==> src/rtl/stdc_pkg.sv <==
// Shared types and constants for the settable time-of-day clock.
// No dependencies; compile first.
`default_nettype none

package stdc_pkg;

  // Field widths
  localparam int unsigned PreW   = 16;
  localparam int unsigned HourW  = 5;
  localparam int unsigned MinW   = 6;
  localparam int unsigned SecW   = 6;
  localparam int unsigned BtnW   = 2;
  localparam int unsigned DownsW = 4;
  localparam int unsigned HeldW  = 3;

  // Buttons that exist on the board; higher levels read as released
  localparam int unsigned NumButtons = 4;

  // Field limits
  localparam logic [SecW-1:0]  MaxSeconds = SecW'(59);
  localparam logic [MinW-1:0]  MaxMinutes = MinW'(59);
  localparam logic [HourW-1:0] MaxHours   = HourW'(23);

  // Configuration register indexes
  localparam int unsigned CfgIdxW = 1;
  localparam int unsigned CfgDataW = 16;
  localparam logic [CfgIdxW-1:0] CfgTicksPerSecond = 1'b0;
  localparam logic [CfgIdxW-1:0] CfgTicksPerRepeat = 1'b1;

  // Reset values of the reload registers
  localparam logic [PreW-1:0] TicksPerSecondRst = PreW'(100);
  localparam logic [PreW-1:0] TicksPerRepeatRst = PreW'(50);

  // Item kind codes
  localparam logic KindTick   = 1'b0;
  localparam logic KindButton = 1'b1;

  // Button index to time field
  localparam logic [BtnW-1:0] BtnSeconds = 2'd0;
  localparam logic [BtnW-1:0] BtnMinutes = 2'd1;
  localparam logic [BtnW-1:0] BtnHours   = 2'd2;

  typedef struct packed {
    logic              kind;
    logic [BtnW-1:0]   button;
    logic [DownsW-1:0] buttons_down;
    logic              count_up;
  } stdc_in_t;

  typedef struct packed {
    logic [HourW-1:0] hours;
    logic [MinW-1:0]  minutes;
    logic [SecW-1:0]  seconds;
    logic             updated;
  } stdc_out_t;

endpackage

`default_nettype wire

==> src/rtl/stdc_if.sv <==
// Valid/ready channel interfaces for input events and time results.
// Depends on stdc_pkg.
`default_nettype none

interface stdc_in_if;
  import stdc_pkg::*;

  logic     valid;
  logic     ready;
  stdc_in_t data;

  modport source (output valid, output data, input ready);
  modport sink   (input valid, input data, output ready);
endinterface

interface stdc_out_if;
  import stdc_pkg::*;

  logic      valid;
  logic      ready;
  stdc_out_t data;

  modport source (output valid, output data, input ready);
  modport sink   (input valid, input data, output ready);
endinterface

`default_nettype wire

==> src/rtl/settable_time_of_day_clock_core.sv <==
// Top level of the settable 24-hour HH:MM:SS clock.
// Depends on stdc_pkg and the channel interfaces in stdc_if.
//
//   channel  | dir | payload                                 | handshake
//   ---------+-----+-----------------------------------------+------------
//   in_if    | in  | kind, button, buttons_down, count_up    | valid/ready
//   out_if   | out | hours, minutes, seconds, updated        | valid/ready
//   cfg      | in  | cfg_idx_i, cfg_data_i                   | cfg_we_i
//
// One item per cycle unless out_if stalls; each item passes the input
// register, then the result register. The time and prescaler update is
// combinational between them. Reset loads 00:00:00 and the reset reload
// values. A stalled result holds the result register; the input register
// keeps taking items while the result register is free or being drained.
`default_nettype none

module settable_time_of_day_clock_core (
  input  wire                          clk_i,
  input  wire                          rst_ni,
  stdc_in_if.sink                      in_if,
  stdc_out_if.source                   out_if,
  input  wire                          cfg_we_i,
  input  wire [stdc_pkg::CfgIdxW-1:0]  cfg_idx_i,
  input  wire [stdc_pkg::CfgDataW-1:0] cfg_data_i
);
  import stdc_pkg::*;

  // Step a field up or down with wrap at its limit
  function automatic logic [SecW-1:0] step_fld(logic [SecW-1:0] f, logic [SecW-1:0] top,
                                               logic up);
    logic [SecW-1:0] r;
    if (up) begin
      r = (f >= top) ? '0 : f + 1'b1;
    end else begin
      r = (f == '0 || f > top) ? top : f - 1'b1;
    end
    return r;
  endfunction

  // Configuration registers
  logic [PreW-1:0] tps_q, tpr_q;

  // Clock state
  logic [SecW-1:0]  sec_q, sec_d;
  logic [MinW-1:0]  min_q, min_d;
  logic [HourW-1:0] hour_q, hour_d;
  logic [PreW-1:0]  pre_q, pre_d;
  logic [HeldW-1:0] held_cnt_q, held_cnt_d;
  logic [BtnW-1:0]  held_btn_q, held_btn_d;

  // Pipeline registers
  logic      in_vld_q;
  stdc_in_t  in_q;
  logic      out_vld_q;
  stdc_out_t out_q;
  logic      upd;

  logic            out_free;
  logic            fire;
  logic [PreW-1:0] pre_dec;
  logic [HeldW-1:0] others;
  logic            lvl;

  assign out_free     = !out_vld_q || out_if.ready;
  assign fire         = in_vld_q && out_free;
  assign in_if.ready  = !in_vld_q || out_free;
  assign out_if.valid = out_vld_q;
  assign out_if.data  = out_q;
  assign pre_dec      = pre_q - 1'b1;

  // Compute next time and prescaler for the item in the input register
  always_comb begin
    sec_d      = sec_q;
    min_d      = min_q;
    hour_d     = hour_q;
    pre_d      = pre_q;
    held_cnt_d = held_cnt_q;
    held_btn_d = held_btn_q;
    upd        = 1'b0;
    others     = '0;
    lvl        = 1'b0;
    if (in_q.kind == KindTick) begin
      if (held_cnt_q == '0) begin
        pre_d = pre_dec;
        if (pre_dec == '0) begin
          // advance one second with carry
          sec_d = step_fld(sec_q, MaxSeconds, 1'b1);
          if (sec_q >= MaxSeconds) begin
            min_d = step_fld(min_q, MaxMinutes, 1'b1);
            if (min_q >= MaxMinutes) begin
              hour_d = HourW'(step_fld(SecW'(hour_q), SecW'(MaxHours), 1'b1));
            end
          end
          upd   = 1'b1;
          pre_d = tps_q;
        end
      end else if (held_cnt_q == HeldW'(1)) begin
        pre_d = pre_dec;
        if (pre_dec == '0 && held_btn_q < 2'd3) begin
          // auto-repeat step of the held field
          case (held_btn_q)
            BtnSeconds: sec_d  = step_fld(sec_q, MaxSeconds, in_q.count_up);
            BtnMinutes: min_d  = step_fld(min_q, MaxMinutes, in_q.count_up);
            default:    hour_d = HourW'(step_fld(SecW'(hour_q), SecW'(MaxHours),
                                                 in_q.count_up));
          endcase
          upd   = 1'b1;
          pre_d = tpr_q;
        end
      end
    end else begin
      // count the other held buttons, remembering the highest one
      for (int i = 0; i < DownsW; i++) begin
        if (i < NumButtons && i != int'(in_q.button) && in_q.buttons_down[i]) begin
          held_btn_d = BtnW'(i);
          others     = others + 1'b1;
        end
      end
      held_cnt_d = others;
      lvl = (int'(in_q.button) < NumButtons) && in_q.buttons_down[in_q.button];
      if (lvl) begin
        if (others == '0 && in_q.button < 2'd3) begin
          case (in_q.button)
            BtnSeconds: sec_d  = step_fld(sec_q, MaxSeconds, in_q.count_up);
            BtnMinutes: min_d  = step_fld(min_q, MaxMinutes, in_q.count_up);
            default:    hour_d = HourW'(step_fld(SecW'(hour_q), SecW'(MaxHours),
                                                 in_q.count_up));
          endcase
          upd = 1'b1;
        end
        held_btn_d = in_q.button;
        held_cnt_d = others + 1'b1;
      end
      pre_d = tps_q;
    end
  end

  // Configuration writes
  always_ff @(posedge clk_i or negedge rst_ni) begin
    if (!rst_ni) begin
      tps_q <= TicksPerSecondRst;
      tpr_q <= TicksPerRepeatRst;
    end else if (cfg_we_i) begin
      case (cfg_idx_i)
        CfgTicksPerSecond: tps_q <= cfg_data_i;
        CfgTicksPerRepeat: tpr_q <= cfg_data_i;
        default: ;
      endcase
    end
  end

  // Clock state update
  always_ff @(posedge clk_i or negedge rst_ni) begin
    if (!rst_ni) begin
      sec_q      <= '0;
      min_q      <= '0;
      hour_q     <= '0;
      pre_q      <= TicksPerSecondRst;
      held_cnt_q <= '0;
      held_btn_q <= '0;
    end else if (fire) begin
      sec_q      <= sec_d;
      min_q      <= min_d;
      hour_q     <= hour_d;
      pre_q      <= pre_d;
      held_cnt_q <= held_cnt_d;
      held_btn_q <= held_btn_d;
    end
  end

  // Input register valid
  always_ff @(posedge clk_i or negedge rst_ni) begin
    if (!rst_ni) begin
      in_vld_q <= 1'b0;
    end else if (in_if.ready) begin
      in_vld_q <= in_if.valid;
    end
  end

  // Input register payload
  always_ff @(posedge clk_i) begin
    if (in_if.ready && in_if.valid) begin
      in_q <= in_if.data;
    end
  end

  // Result register valid
  always_ff @(posedge clk_i or negedge rst_ni) begin
    if (!rst_ni) begin
      out_vld_q <= 1'b0;
    end else if (out_free) begin
      out_vld_q <= in_vld_q;
    end
  end

  // Result register payload
  always_ff @(posedge clk_i) begin
    if (fire) begin
      out_q.hours   <= hour_d;
      out_q.minutes <= min_d;
      out_q.seconds <= sec_d;
      out_q.updated <= upd;
    end
  end

endmodule

`default_nettype wire
==> src/flat_wrapper.sv <==
// flat-port wrapper written by rule: the top's interface ports become plain ports
module settable_time_of_day_clock_core_flat import stdc_pkg::*;
  (clk_i, rst_ni, cfg_we_i, cfg_idx_i, cfg_data_i, in_if_valid, in_if_data, in_if_ready, out_if_valid, out_if_data, out_if_ready);
  stdc_in_if in_if_i ();
  stdc_out_if out_if_i ();
  input  wire clk_i;
  input  wire rst_ni;
  input  wire cfg_we_i;
  input  wire [stdc_pkg::CfgIdxW-1:0] cfg_idx_i;
  input  wire [stdc_pkg::CfgDataW-1:0] cfg_data_i;
  input wire logic [$bits(in_if_i.valid)-1:0] in_if_valid;
  input wire logic [$bits(in_if_i.data)-1:0] in_if_data;
  output wire logic [$bits(in_if_i.ready)-1:0] in_if_ready;
  output wire logic [$bits(out_if_i.valid)-1:0] out_if_valid;
  output wire logic [$bits(out_if_i.data)-1:0] out_if_data;
  input wire logic [$bits(out_if_i.ready)-1:0] out_if_ready;
  assign in_if_i.valid = in_if_valid;
  assign in_if_i.data = in_if_data;
  assign in_if_ready = in_if_i.ready;
  assign out_if_valid = out_if_i.valid;
  assign out_if_data = out_if_i.data;
  assign out_if_i.ready = out_if_ready;
  settable_time_of_day_clock_core u_core (.clk_i(clk_i), .rst_ni(rst_ni), .in_if(in_if_i), .out_if(out_if_i), .cfg_we_i(cfg_we_i), .cfg_idx_i(cfg_idx_i), .cfg_data_i(cfg_data_i));
endmodule
==> config.mk <==
export PLATFORM = sky130hd
export DESIGN_NAME = settable_time_of_day_clock_core_flat
export DESIGN_NICKNAME = d
export VERILOG_FILES = /design/src/rtl/stdc_pkg.sv /design/src/rtl/stdc_if.sv /design/src/rtl/settable_time_of_day_clock_core.sv /design/src/flat_wrapper.sv
export SDC_FILE = /design/constraint.sdc
export NUM_CORES = 1
export LEC_CHECK = 0
export BUFFER_PORTS_ARGS = -buffer_cell sky130_fd_sc_hd__buf_2
export CORE_UTILIZATION = 40
export CTS_BUF_LIST = sky130_fd_sc_hd__clkbuf_2 sky130_fd_sc_hd__clkbuf_4 sky130_fd_sc_hd__clkbuf_8
export DETAILED_ROUTE_END_ITERATION = 16
export PLACE_DENSITY_LB_ADDON = 0.05
export SETUP_SLACK_MARGIN = 0.1
export SKIP_CTS_REPAIR_TIMING = 1
export SYNTH_ARGS = -nofsm -noshare
export SYNTH_HDL_FRONTEND = slang
export SYNTH_SLANG_ARGS = --single-unit
export TNS_END_PERCENT = 10
==> constraint.sdc <==
create_clock -name clk_i -period 4.7 [get_ports clk_i]
set_input_delay 0.47 -clock clk_i [delete_from_list [all_inputs] [get_ports clk_i]]
set_output_delay 0.47 -clock clk_i [all_outputs]
set_load 0.01 [all_outputs]
---- After elaboration in Yosys (flattened, before gate mapping) ----
Cells that the tools add are included.
Widths: inputs -> output; s select.
word-level totals
  flip-flop bits (word level) ............. 98
  output and inout bits ................... 20
cells by class
  add/sub/neg operators ................... 11
  magnitude comparators ................... 9
  eq/ne operators ......................... 6
  mux-type cells .......................... 67
  bitwise operators ....................... 1
  reduce and logical (&&, ||, !) cells .... 33
operators with widths
  operator               number
  $mux 6                 25
  $mux 16                5
  $mux 5                 14
  $mux 3                 8
  $logic_not 16->1       1
  $sub 16x1->16 const B  1
  $add 3x1->3 const B    4
  $add 6x1->6 const B    2
  $ge 6x6->1 const B     2
  $gt 6x6->1 const B     2
  $logic_not 6->1        2
  $sub 6x1->6 const B    2
  $mux 2                 5
  $mux 1                 9
  $logic_and 1x1->1      8
  $reduce_and 2->1       4
  $logic_not 3->1        2
  $add 5x1->5 const B    1
  $ge 5x5->1 const B     1
  $gt 5x5->1 const B     1
  $logic_not 5->1        1
  $logic_or 1x1->1       5
  $reduce_bool 5->1      1
  $sub 5x1->5 const B    1
  14 further kinds       20

---- Longest topological paths before layout ----
Gate-level depths: netlist of run 1.
  word-level depth ........................ 18
  gate-level depth with buffers ........... 20
  mapped depth without buffers ............ 18

---- Worst setup path before layout of run 1 ----
Ideal clock, no wire load.
  path kind ............................... flip-flop to flip-flop
  from .................................... register u_core.in_q[6] in the netlist's numbering
  to ...................................... register u_core.min_q[2]
  setup time .............................. 0.125 ns
  data arrival time ....................... 3.398 ns
  data required time ...................... 4.575 ns
  path slack .............................. 1.177 ns
  stages on the path, launching flop included .. 19
  period minus slack after synthesis ...... 3.523 ns
  path through ............................ edfxtp_1 > clkbuf_1 > nand2b_1 > nand2_1 > ha_1 > xor2_1 > inv_1 > ha_1 > mux2_2 > inv_1 > ha_1 > nand4b_1 > a211oi_1 > mux2i_1 > a221oi_1 > o22ai_1 > a311oi_1 > a31oi_1 > mux2_2
on the way
  word-level cells in the longest chain between the ends .. 18
  elaborated cells on any way between the ends .. 29
  classes of those cells .................. add/sub (3); order compare (1); eq/ne (4); mux (14); reduce/logical (7)
RTL lines
  what                    line                                    text
  from (decl)             settable_time_of_day_clock_core.sv:53   stdc_in_t in_q;
  from (signal assigned)  settable_time_of_day_clock_core.sv:183  in_q <= in_if.data;
  $reduce_bool 2->1       settable_time_of_day_clock_core.sv:114  if (i < NumButtons && i != int'(in_q.button) && in_q.buttons_down[i]) begin
  $logic_and 1x1->1       settable_time_of_day_clock_core.sv:114
  $mux 1                  settable_time_of_day_clock_core.sv:114
  $mux 3                  settable_time_of_day_clock_core.sv:82   if (in_q.kind == KindTick) begin
  $add 3x1->3             settable_time_of_day_clock_core.sv:116  others = others + 1'b1;
  $mux 3                  settable_time_of_day_clock_core.sv:114
  $mux 3                  settable_time_of_day_clock_core.sv:82
  $add 3x1->3             settable_time_of_day_clock_core.sv:116
  [... 3 more ...]        -
  $mux 3                  settable_time_of_day_clock_core.sv:114
  $mux 3                  settable_time_of_day_clock_core.sv:82
  $logic_not 3->1         settable_time_of_day_clock_core.sv:122  if (others == '0 && in_q.button < 2'd3) begin
  $logic_and 1x1->1       settable_time_of_day_clock_core.sv:122
  $mux 6                  settable_time_of_day_clock_core.sv:122
  $mux 6 *                settable_time_of_day_clock_core.sv:121  if (lvl) begin
  $mux 6 *                settable_time_of_day_clock_core.sv:82
  net u_core.min_d[2]     settable_time_of_day_clock_core.sv:45   logic [MinW-1:0] min_q, min_d;
  to (signal assigned)    settable_time_of_day_clock_core.sv:163  min_q <= min_d;
  to (decl)               settable_time_of_day_clock_core.sv:45
The timed path passes the listed nets; every way through them passes the cells marked *. The select of a mux whose other input is x is not followed.
A chain may end at the register's enable or synchronous reset.

---- Final worst setup path of run 1 ----
  from .................................... register u_core.in_q[5] in the netlist's numbering
  to ...................................... register u_core.min_q[2]
Same word-level chain as after synthesis.

==> metrics, run 1 <==
status=completed; number of global-route vias before repair=6107; number of distinct standard cells referenced by the synthesized netlist=between 80 and 90; floorplan core area=16600 um2; clock tree from TritonCTS=yes; post-layout utilization of the core=0.444; post-synthesis net count=824; DIE HEIGHT=133 um; area of the multi-input gates=3910 um2; DRC errors left=0; TritonCTS buffer count=9; Post-layout nets=834; power density over cell area=459 nW/um2; dominant register cell in the synthesized netlist=sky130_fd_sc_hd__dfrtp_1; share of total power consumed by net switching=0.447; maximum number of pins on one net before global-route repair=73; final standard cell count with taps included and fillers excluded=1014; root buf cell=sky130_fd_sc_hd__clkbuf_8; number of iterations in the first detailed-routing pass=5; number of enable flip-flop cells after synthesis=26; Req. time, crit path=around 5.0 ns; number of placed instances with taps included=998; proportion of synthesized chip area in sequential cells=0.379; Core Rows=47; worst hold path class=primary input to asynchronous set/reset pin; worst clock skew=0.0120 ns; total number of H-tree levels=3; fraction of the cycle the final worst path needs=0.904; peak supply drop=roughly 0.00019 V; Sum Neg Setup Slack=0 ns; post-DP HPWL=13200 um; peak per-stage delay on the critical path=approximately 0.58 ns; insertion delay of the later-clocked pin in the worst-skew pair=0.40 ns; count of state elements after synthesis=98; weighted congestion at the end of routability-driven global placement=0.853; Netlist Area Pre-Place=a little under 7000 um2; Avg Vias per Cell=slightly above 6; clock period minus final worst setup slack=4.25 ns; upper clock frequency limit=between 0.2 and 0.25 GHz; area enclosed by the die boundary=17600 um2; Arrival @ worst endpoint=4.54 ns; leftover overflow at the end of global routing=0; area growth from synthesis to final layout=7.98%; vias after detailed routing=6164; Hold Fails Final Rpt=0; initial standard-cell utilization of the core=0.411; die span in x=133 um; met1 Track Usage GR=0.304; first-pass GRT wire length=32200 um; WL per Instance=approximately 19 um; leading cell types in the layout, fill and taps excluded=sky130_fd_sc_hd__nand2_1 (68), sky130_fd_sc_hd__dfrtp_1 (63), sky130_fd_sc_hd__o21ai_0 (60); worst-case setup margin in the final layout=0.449 ns; maximum fanout along the worst path=12; Clock power frac=0.160; io pins=50; post-synthesis instance total=779; GR Util All Layers=0.232; clock-pin slew of the registers on the worst-case setup and hold paths=0.10 ns; number of buffers added on ports=49; synthesized area divided by synthesized cell count=8.78 um2; clock tree buffer depth=2; Tightest Pin Transition=0.993 ns; most frequent cell on the critical path=sky130_fd_sc_hd__ha_1; proportion of register bits with asynchronous set or reset after synthesis=0.735; kind of start point of the critical path=register; Final Max Slew Viols=0; flip-flop and latch area=2590 um2; Psw=1520 uW; most frequent standard cell in the layout excluding fill and tap cells=sky130_fd_sc_hd__nand2_1; setup repair after global routing missed its margin=false; ratio of cells with drive above 1 in the final layout=0.179; sequential fraction of design power=0.424; combinational group share of total power=0.416; max_slew headroom=0.338; CTS Sinks=98; initial antenna violation count=0; Critical Path Sink Type=register; cell with the biggest individual delay on the critical path=sky130_fd_sc_hd__edfxtp_1; final-report setup violation count=0; number of nets with antenna violations after detailed routing=0; chain of cells forming the critical path=o21ai_0 -> ha_1 -> xor2_1 -> inv_1 -> ha_1 -> mux2_2 -> inv_1 -> ha_1 -> nand4b_1 -> a211oi_1 -> mux2i_2 -> a221oi_1 -> o22ai_1 -> a311oi_1 -> a31oi_1 -> mux2_2; Fill cells=1662; layer with the highest usage=met2; Internal Power=1880 uW; static leakage=0.00282 uW; category of the most critical setup path=register to register; maxcap violations=0; DRC violation total after the first TritonRoute iteration=417; total number of yosys warnings=0; GR met2 Demand/Resource=0.382; worst-case setup slack after placement=0.432 ns; Antenna Diode Count=0; routed wire length=between 15000 and 20000 um; met3 GRT Util=0.0398
-- power groups by stage --
| stage | Sequential, uW | Clock (uW) | Combinational [uW] |
|---|---|---|---|
| 6_report | 1440 | 543 | 1410 |
| 5_1_grt | 1480 | 597 | 1600 |
| 4_1_cts | 1430 | 564 | 1410 |
| 3_5_place_dp | 1450 | 0 | 1400 |
| 3_3_place_gp | 1440 | 0 | 1380 |
| 2_1_floorplan | 1250 | 0 | 1220 |
-- cells by family (layout without fill, tap and decap cells) --
kind of cell    after synthesis  in the layout  share of synthesized area
simple gates                276            276                      0.208
compound gates              235            235                      0.227
flops                        98             98                      0.379
buf+inv                      85            100                     0.0494
mux                          53             53                     0.0866
xor+xnor                     17             17                     0.0218
fa+ha+maj                    15             15                     0.0275
-- flip-flops by register name (all words and copies together), names as in the netlist --
name,flops
u_core.held_cnt_q,3
u_core.out_if.valid,1
u_core.hour_q,5
u_core.in_q,8
u_core.pre_q,16
u_core.held_btn_q,2
u_core.tps_q,16
u_core.min_q,6
u_core.out_if.data,18
u_core.in_vld_q,1
u_core.tpr_q,16
u_core.sec_q,6
-- per-stage QoR --
stage | hold slack, ns | power, uW | instance area, um2
2_1_floorplan | 0.174 | 2470 | 6840
3_3_place_gp | 0.472 | 2820 | 7190
3_5_place_dp | 0.481 | 2850 | 7190
4_1_cts | 0.220 | 3400 | 7380
5_1_grt | 0.220 | 3680 | 7380
6_report | 0.222 | 3390 | 7380
-- cells in the mapped netlist, types with 4 or more instances --
| cell type | count | area, um2 |
|---|---|---|
| sky130_fd_sc_hd__a31oi_1 | 5 | 31.3 |
| sky130_fd_sc_hd__nor4_1 | 8 | 50.1 |
| sky130_fd_sc_hd__xor2_1 | 6 | 52.6 |
| sky130_fd_sc_hd__mux2_2 | 39 | 439 |
| sky130_fd_sc_hd__nor2_1 | 53 | 199 |
| sky130_fd_sc_hd__nor2b_1 | 5 | 31.3 |
| sky130_fd_sc_hd__o22ai_1 | 16 | 100 |
| sky130_fd_sc_hd__mux2i_1 | 13 | 130 |
| sky130_fd_sc_hd__a22oi_1 | 9 | 67.6 |
| sky130_fd_sc_hd__o211ai_1 | 4 | 30.0 |
| sky130_fd_sc_hd__dfrtp_1 | 63 | 1580 |
| sky130_fd_sc_hd__clkbuf_1 | 53 | 199 |
| sky130_fd_sc_hd__xnor2_1 | 11 | 96.3 |
| sky130_fd_sc_hd__and2_1 | 10 | 62.6 |
| sky130_fd_sc_hd__edfxtp_1 | 26 | 781 |
| sky130_fd_sc_hd__nand3_1 | 30 | 150 |
| sky130_fd_sc_hd__or3_1 | 9 | 56.3 |
| sky130_fd_sc_hd__a21oi_1 | 59 | 295 |
| sky130_fd_sc_hd__ha_1 | 15 | 188 |
| sky130_fd_sc_hd__nand2_1 | 68 | 255 |
| sky130_fd_sc_hd__and3_1 | 10 | 62.6 |
| sky130_fd_sc_hd__a221oi_1 | 11 | 96.3 |
| sky130_fd_sc_hd__o31ai_1 | 8 | 60.1 |
| sky130_fd_sc_hd__o21ai_1 | 6 | 30.0 |
| sky130_fd_sc_hd__o21ai_0 | 60 | 300 |
| sky130_fd_sc_hd__inv_1 | 23 | 86.3 |
| sky130_fd_sc_hd__nand4_1 | 10 | 62.6 |
| sky130_fd_sc_hd__a211oi_1 | 7 | 52.6 |
| sky130_fd_sc_hd__a41oi_1 | 4 | 35.0 |
| sky130_fd_sc_hd__nor3_1 | 31 | 155 |
| sky130_fd_sc_hd__a32oi_1 | 5 | 43.8 |
| sky130_fd_sc_hd__dfstp_2 | 9 | 236 |
| sky130_fd_sc_hd__nand2b_1 | 13 | 81.3 |
-- layer usage --
| layer | wire length [um] | part of all wire |
|---|---|---|
| met1 | 9030 | 0.46 |
| met2 | 9110 | 0.47 |
| met3 | 928 | 0.048 |
| met4 | 414 | 0.021 |
| met5 | 0 | 0 |
-- path summary, 6_finish.rpt --
path | from | endpoint | slack (ns) | cells past startpoint
worst min-delay path | rst_ni | u_core.min_q[5]$_DFFE_PN0P_ | 0.22 | 1
worst max-delay path | u_core.in_q[5]$_DFFE_PP_ | u_core.min_q[2]$_DFFE_PN0P_ | 0.45 | 16
worst min register to register | u_core.in_vld_q$_DFFE_PN0N_ | u_core.out_if.valid$_DFFE_PN0P_ | 0.51 | 1
max in group asynchronous | rst_ni | u_core.pre_q[7]$_DFFE_PN0P_ | 3.84 | 1
min in group clk_i | in_if_data[0] | u_core.in_q[0]$_DFFE_PP_ | 0.24 | 1
worst max register to register | u_core.in_q[5]$_DFFE_PP_ | u_core.min_q[2]$_DFFE_PN0P_ | 0.45 | 16
-- area by class of cell --
cell class,instances,area share
repair buffers,60,0.0447
inverters,24,0.0122
clock inverters,7,0.00814
multi-input cells,596,0.529
flip-flops and latches,98,0.351
clock buffers,9,0.0168
well taps,220,0.0373
-- worst max-delay path, delay by kind of cell (launching register included) --
family / cells / cell delay (ns)
AOI/OAI and AO/OA: 6 / 1.42
muxes: 3 / 0.83
adders and majority gates: 3 / 0.80
DFF: 1 / 0.58
xor gates and xnor gates: 1 / 0.24
buffers and inverters: 2 / 0.14
and+or+nand+nor: 1 / 0.14
No activity file was read; power rests on OpenSTA's default activity.
==> run 2: changes to the inputs <==
- CELL_PAD_IN_SITES_DETAIL_PLACEMENT: default -> 1
- CELL_PAD_IN_SITES_GLOBAL_PLACEMENT: default -> 2
- CORE_UTILIZATION: 40 -> 39
==> run 2 against run 1 <==
Effect of this change: the run now ends with negative hold slack left; flip-flop and latch count stayed put; critical path depth up 1; combinational power grew 3%; critical endpoint unchanged; largest cell class unchanged; largest power group unchanged.
==> metrics, run 2 (synthesized netlist as in run 1, its figures left out) <==
category of the most critical setup path=register to register; routed wire length=21500 um (+10%); clock tree buffer depth=2 (unchanged); number of nets with antenna violations after detailed routing=0 (unchanged); fraction of the cycle the final worst path needs=0.900 (-0.00462); worst hold-check slack=-0.0129 ns (-0.235 ns); area of the multi-input gates=3910 um2 (unchanged); Hold Fails Final Rpt=6 (+6); worst-case setup slack after placement=0.332 ns (-0.0995 ns); power consumption=3580 uW (+5.4%); insertion delay of the later-clocked pin in the worst-skew pair=0.39 ns (about the same); Antenna Diode Count=0 (unchanged); Sum Neg Setup Slack=0 ns (unchanged); Req. time, crit path=4.98 ns (about the same); area growth from synthesis to final layout=9.19%; peak supply drop=0.000183 V (-4.3%); Internal Power=2000 uW (+6.9%); final-report setup violation count=0 (unchanged); Psw=1570 uW (+3.6%); upper clock frequency limit=0.236 GHz (+0.51%); total number of H-tree levels=3 (unchanged); floorplan core area=17200 um2 (+3.6%); Final Max Slew Viols=0 (unchanged); DRC errors left=0 (unchanged); share of total power consumed by net switching=0.440 (-0.00759); maximum fanout along the worst path=12 (unchanged); TritonCTS buffer count=9 (unchanged); power density over cell area=479 nW/um2 (+4.2%); WL per Instance=21.0 um (+9.3%); status=finished with violations; Critical Path Sink Type=register; worst reg2reg setup slack=0.47 ns (+0.02 ns); max_slew headroom=0.386 (+0.0477); first-pass GRT wire length=34600 um (+7.7%); worst clock skew=0.0139 ns (+0.00190 ns); maximum number of pins on one net before global-route repair=54 (-26%); post-DP HPWL=15200 um (+15%); Core Rows=48 (+2.1%); sequential fraction of design power=0.407 (-0.017); Arrival @ worst endpoint=4.51 ns (-0.03 ns); DIE HEIGHT=134 um (+1.3%); most frequent standard cell in the layout excluding fill and tap cells=sky130_fd_sc_hd__nand2_1; ratio of cells with drive above 1 in the final layout=0.183 (+0.00412); clock-pin slew of the registers on the worst-case setup and hold paths=0.11 ns (about the same); Tightest Pin Transition=0.921 ns (-0.0716 ns); area enclosed by the die boundary=18100 um2 (+2.5%); initial standard-cell utilization of the core=0.397 (-0.0142); number of global-route vias before repair=6370 (+4.3%); flip-flop and latch area=2590 um2 (unchanged); violated checks=negative hold slack; DRC violation total after the first TritonRoute iteration=265 (-36%); CTS Sinks=98 (unchanged); number of placed instances with taps included=1007 (+0.90%); number of buffers added on ports=49 (unchanged); Fill cells=2019 (+21%); leading cell types in the layout, fill and taps excluded=sky130_fd_sc_hd__nand2_1 (68), sky130_fd_sc_hd__dfrtp_1 (63), sky130_fd_sc_hd__o21ai_0 (59), sky130_fd_sc_hd__a21oi_1 (59), sky130_fd_sc_hd__nor2_1 (53); Post-layout nets=838 (+0.48%); GR Util All Layers=0.246 (+0.0142); worst-case setup margin in the final layout=0.471 ns (+0.0217 ns); initial antenna violation count=0 (unchanged); leftover overflow at the end of global routing=0 (unchanged); final standard cell count with taps included and fillers excluded=1023 (+0.89%); kind of start point of the critical path=register; combinational group share of total power=0.407 (-0.009); vias after detailed routing=6213 (+0.79%); max FFs per register=18 (unchanged); worst hold path class=primary input to asynchronous set/reset pin; static leakage=0.00287 uW (+1.7%); Avg Vias per Cell=6.07 (about the same); clock tree from TritonCTS=yes; root buf cell=sky130_fd_sc_hd__clkbuf_8; die span in x=134 um (+1.3%); io pins=50 (unchanged); Clock power frac=0.186 (+0.026); clock period minus final worst setup slack=4.23 ns (-0.0217 ns); number of iterations in the first detailed-routing pass=4 (-1); setup repair after global routing missed its margin=false; maxcap violations=0 (unchanged); weighted congestion at the end of routability-driven global placement=0.814 (-4.6%)
-- run 2: cell types whose count changed in the layout (fill, tap and decap cells not counted) --
cell / previous run / this run
sky130_fd_sc_hd__buf_4: 12 / 16
sky130_fd_sc_hd__inv_4: 1 / 2
sky130_fd_sc_hd__clkinv_4: 3 / 0
sky130_fd_sc_hd__bufinv_16: 0 / 2
sky130_fd_sc_hd__clkbuf_8: 9 / 10
sky130_fd_sc_hd__clkinvlp_4: 1 / 0
sky130_fd_sc_hd__o21ai_0: 60 / 59
sky130_fd_sc_hd__o21ai_1: 6 / 7
-- run 2: cell type report --
cell class                      count  share of cell area
Tap cell                          225              0.0377
Inverter                           24              0.0121
Clock buffer                       10              0.0184
Timing Repair Buffer               64              0.0483
Clock inverter                      6              0.0124
Multi-Input combinational cell    596               0.524
Sequential cell                    98               0.347
-- run 2: worst paths after layout --
kind                                        startpoint                          end  cells past startpoint
min reg2reg                u_core.tpr_q[8]$_DFFE_PN0P_  u_core.tpr_q[8]$_DFFE_PN0P_                      1
min                                             rst_ni  u_core.min_q[5]$_DFFE_PN0P_                      1
max in group asynchronous                       rst_ni  u_core.pre_q[8]$_DFFE_PN0P_                      2
max reg2reg                   u_core.in_q[5]$_DFFE_PP_  u_core.min_q[2]$_DFFE_PN0P_                     17
min in group clk_i                       in_if_data[3]     u_core.in_q[3]$_DFFE_PP_                      1
max                           u_core.in_q[5]$_DFFE_PP_  u_core.min_q[2]$_DFFE_PN0P_                     17
-- run 2: worst max-delay path, cell delays in order, from the launching register on --
cell	delay [ns]
sky130_fd_sc_hd__edfxtp_1	0.60
sky130_fd_sc_hd__nand2b_1	0.15
sky130_fd_sc_hd__nand2_1	0.08
sky130_fd_sc_hd__ha_1	0.33
sky130_fd_sc_hd__xor2_1	0.23
sky130_fd_sc_hd__inv_1	0.07
sky130_fd_sc_hd__ha_1	0.27
sky130_fd_sc_hd__mux2_2	0.29
sky130_fd_sc_hd__inv_1	0.07
sky130_fd_sc_hd__ha_1	0.22
sky130_fd_sc_hd__nand4b_1	0.16
sky130_fd_sc_hd__a211oi_1	0.29
sky130_fd_sc_hd__mux2i_2	0.26
sky130_fd_sc_hd__a221oi_1	0.30
sky130_fd_sc_hd__o22ai_1	0.13
sky130_fd_sc_hd__a311oi_1	0.27
sky130_fd_sc_hd__a31oi_1	0.10
sky130_fd_sc_hd__mux2_2	0.28
-- run 2: stage by stage --
step | hold slack (ns) | utilization | cell area [um2]
finish | -0.0129 | 0.433 | 7460
CTS | -0.00955 | 0.433 | 7460
floorplan | 0.174 | - | 6840
detailed placement | 0.425 | 0.419 | 7230
global route | 0.00548 | 0.433 | 7460
global placement | 0.425 | 0.419 | 7230
-- run 2: routing by layer --
layer | part of all wire | routed length [um] | track usage | vias to the layer above
li1 | - | - | - | 2938
met1 | 0.47 | 10200 | 0.327 | 3126
met2 | 0.48 | 10300 | 0.414 | 126
met3 | 0.031 | 669 | 0.0272 | 23
met4 | 0.014 | 307 | 0.0855 | 0
met5 | 0 | 0 | 0 | -
-- run 2: power by group through the flow --
stage | clock network (uW) | logic (uW) | registers [uW]
after detailed placement | 0 | 1450 | 1460
after global placement | 0 | 1400 | 1450
final | 666 | 1450 | 1460
after CTS | 686 | 1460 | 1450
after global routing | 704 | 1630 | 1490
after floorplan | 0 | 1220 | 1250
==> run 3: changes to the inputs <==
--- a/config.mk
+++ b/config.mk
@@ -8,5 +8,3 @@
 export BUFFER_PORTS_ARGS = -buffer_cell sky130_fd_sc_hd__buf_2
-export CELL_PAD_IN_SITES_DETAIL_PLACEMENT = 1
-export CELL_PAD_IN_SITES_GLOBAL_PLACEMENT = 2
-export CORE_UTILIZATION = 39
+export CORE_UTILIZATION = 40
 export CTS_BUF_LIST = sky130_fd_sc_hd__clkbuf_2 sky130_fd_sc_hd__clkbuf_4 sky130_fd_sc_hd__clkbuf_8
==> constraint.sdc (replaced) <==
create_clock -name clk_i -period 4.7 [get_ports clk_i]
set_input_delay 0.94 -clock clk_i [delete_from_list [all_inputs] [get_ports clk_i]]
set_output_delay 0.94 -clock clk_i [all_outputs]
set_load 0.01 [all_outputs]
==> run 3 against run 2 <==
Effect of this change: the run now ends clean; wire length down 9.6%; non-clock buffer count is 3 lower; clock skew up 0.0029 ns; critical path type unchanged; critical endpoint unchanged.
==> metrics, run 3 (synthesized netlist as in run 1, its figures left out) <==
status=completed; weighted congestion at the end of routability-driven global placement=0.855 (+5.1%); flip-flop and latch area=2590 um2 (unchanged); Post-layout nets=835 (-0.36%); static leakage=0.00283 uW (-1.3%); max_slew headroom=0.323 (-0.0631); GR Util All Layers=0.230 (-0.0161); worst clock skew=0.0168 ns (+0.00291 ns); met3 GRT Util=0.0318 (+0.00459); number of iterations in the first detailed-routing pass=5 (+1); Fill cells=1664 (-18%); root buf cell=sky130_fd_sc_hd__clkbuf_8; leading cell types in the layout, fill and taps excluded=sky130_fd_sc_hd__nand2_1 (68), sky130_fd_sc_hd__dfrtp_1 (63), sky130_fd_sc_hd__o21ai_0 (60); power density over cell area=459 nW/um2 (-4.3%); Hold Fails Final Rpt=0 (-6); initial antenna violation count=0 (unchanged); worst hold-check slack=0.512 ns (+0.525 ns); worst hold path class=register to register; post-layout utilization of the core=0.443 (+0.0101); cell with the biggest individual delay on the critical path=sky130_fd_sc_hd__edfxtp_1; Antenna Diode Count=0 (unchanged); total number of H-tree levels=3 (unchanged); number of buffers added on ports=49 (unchanged); fraction of the cycle the final worst path needs=0.910 (+0.0103); clock period minus final worst setup slack=4.28 ns (+0.0484 ns); Core Rows=47 (-2.1%); area enclosed by the die boundary=17600 um2 (-2.5%); most frequent standard cell in the layout excluding fill and tap cells=sky130_fd_sc_hd__nand2_1; WL per Instance=19.1 um (-8.9%); chain of cells forming the critical path=o21ai_0 -> ha_1 -> xor2_1 -> inv_1 -> ha_1 -> mux2_2 -> inv_1 -> ha_1 -> nand4b_1 -> a211oi_1 -> mux2i_1 -> a221oi_1 -> o22ai_1 -> a311oi_1 -> a31oi_1 -> mux2_2; initial standard-cell utilization of the core=0.411 (+0.0142); Avg Vias per Cell=6.07 (-0.12%); insertion delay of the later-clocked pin in the worst-skew pair=0.39 ns (about the same); max FFs per register=18 (unchanged); io pins=50 (unchanged); number of global-route vias before repair=5947 (-6.6%); Arrival @ worst endpoint=4.54 ns (+0.03 ns); setup repair after global routing missed its margin=false; number of nets with antenna violations after detailed routing=0 (unchanged); routed wire length=19400 um (-9.6%); DRC violation total after the first TritonRoute iteration=526 (+98%); clock-pin slew of the registers on the worst-case setup and hold paths=0.10 ns (about the same); Req. time, crit path=4.97 ns (about the same); ratio of cells with drive above 1 in the final layout=0.179 (-0.00434); clock tree from TritonCTS=yes; category of the most critical setup path=register to register; met1 Track Usage GR=0.316 (-0.0113); clock tree buffer depth=2 (unchanged); TritonCTS buffer count=9 (unchanged); final-report setup violation count=0 (unchanged); vias after detailed routing=6157 (-0.90%); area of the multi-input gates=3910 um2 (about the same); die span in x=133 um (-1.2%); maxcap violations=0 (unchanged); peak supply drop=0.000164 V (-10%); kind of start point of the critical path=register; post-DP HPWL=13200 um (-13%); maximum fanout along the worst path=12 (unchanged); upper clock frequency limit=0.234 GHz (-1.1%); leftover overflow at the end of global routing=0 (unchanged); most frequent cell on the critical path=sky130_fd_sc_hd__ha_1; Critical Path Sink Type=register; Sum Neg Setup Slack=0 ns (unchanged); layer with the highest usage=met2; CTS Sinks=98 (unchanged); DRC errors left=0 (unchanged); GR met2 Demand/Resource=0.373 (-0.0405); peak per-stage delay on the critical path=0.56 ns (-0.04 ns); first-pass GRT wire length=32200 um (-7.1%); Tightest Pin Transition=0.987 ns (+0.0663 ns); area growth from synthesis to final layout=7.89%; Final Max Slew Viols=0 (unchanged); DIE HEIGHT=133 um (-1.2%); floorplan core area=16600 um2 (-3.4%); maximum number of pins on one net before global-route repair=73 (+35%)
==> run 3: cell types whose count changed in the layout (fill, tap and decap cells not counted), sizes merged <==
cell and delta:
buf -3, bufinv -2, clkinv +2, clkinvlp +1, clkbuf -1
==> run 3: final cells by class <==
cell class                 count  share of cell area
clock inverter                 7             0.00679
timing repair buffer          61              0.0458
sequential                    98               0.352
multi-input combinational    596               0.529
tap                          220              0.0373
inverter                      24              0.0122
clock buffer                   9              0.0168
==> run 3: worst paths after layout <==
| check | from | end | slack (ns) | depth (start not counted) |
|---|---|---|---|---|
| max | u_core.in_q[5]$_DFFE_PP_ | u_core.min_q[2]$_DFFE_PN0P_ | 0.42 | 16 |
| min | u_core.tpr_q[8]$_DFFE_PN0P_ | u_core.tpr_q[8]$_DFFE_PN0P_ | 0.51 | 1 |
| max reg2reg | u_core.in_q[5]$_DFFE_PP_ | u_core.min_q[2]$_DFFE_PN0P_ | 0.42 | 16 |
| min reg2reg | u_core.tpr_q[8]$_DFFE_PN0P_ | u_core.tpr_q[8]$_DFFE_PN0P_ | 0.51 | 1 |
| max in group asynchronous | rst_ni | u_core.min_q[2]$_DFFE_PN0P_ | 3.33 | 1 |
| min in group asynchronous | rst_ni | u_core.min_q[5]$_DFFE_PN0P_ | 0.63 | 1 |
==> run 3: through the flow <==
| stage | cell area, um2 | total power, uW | worst slack, ns | std cells |
|---|---|---|---|---|
| global route | 7380 | 3670 | 0.122 | 1015 |
| CTS | 7380 | 3400 | 0.456 | 1015 |
| floorplan | 6840 | 2470 | 1.18 | 779 |
| detailed placement | 7200 | 2850 | 0.479 | 999 |
| global placement | 7200 | 2820 | 0.673 | 999 |
| finish | 7380 | 3380 | 0.423 | 1015 |
==> run 3: worst max-delay path: cells and delay by family, from the launching register on <==
| family | cells | cell delay [ns] |
|---|---|---|
| multiplexers | 3 | 0.91 |
| XOR/XNOR | 1 | 0.24 |
| AO/OA/AOI/OAI | 6 | 1.36 |
| adder cells (fa/ha/maj) | 3 | 0.79 |
| buffers and inverters | 2 | 0.15 |
| flip-flops | 1 | 0.56 |
| AND/OR/NAND/NOR | 1 | 0.14 |
==> run 3: where the power goes <==
| part | internal, uW | switching, uW |
|---|---|---|
| registers | 1100 | 341 |
| clock network | 197 | 333 |
| logic | 575 | 835 |
==> run 3: metal layers <==
| layer | up-vias | part of all wire |
|---|---|---|
| met5 | - | 0 |
| met4 | 0 | 0.015 |
| met3 | 24 | 0.051 |
| met2 | 203 | 0.46 |
| met1 | 2996 | 0.47 |
| li1 | 2934 | - |
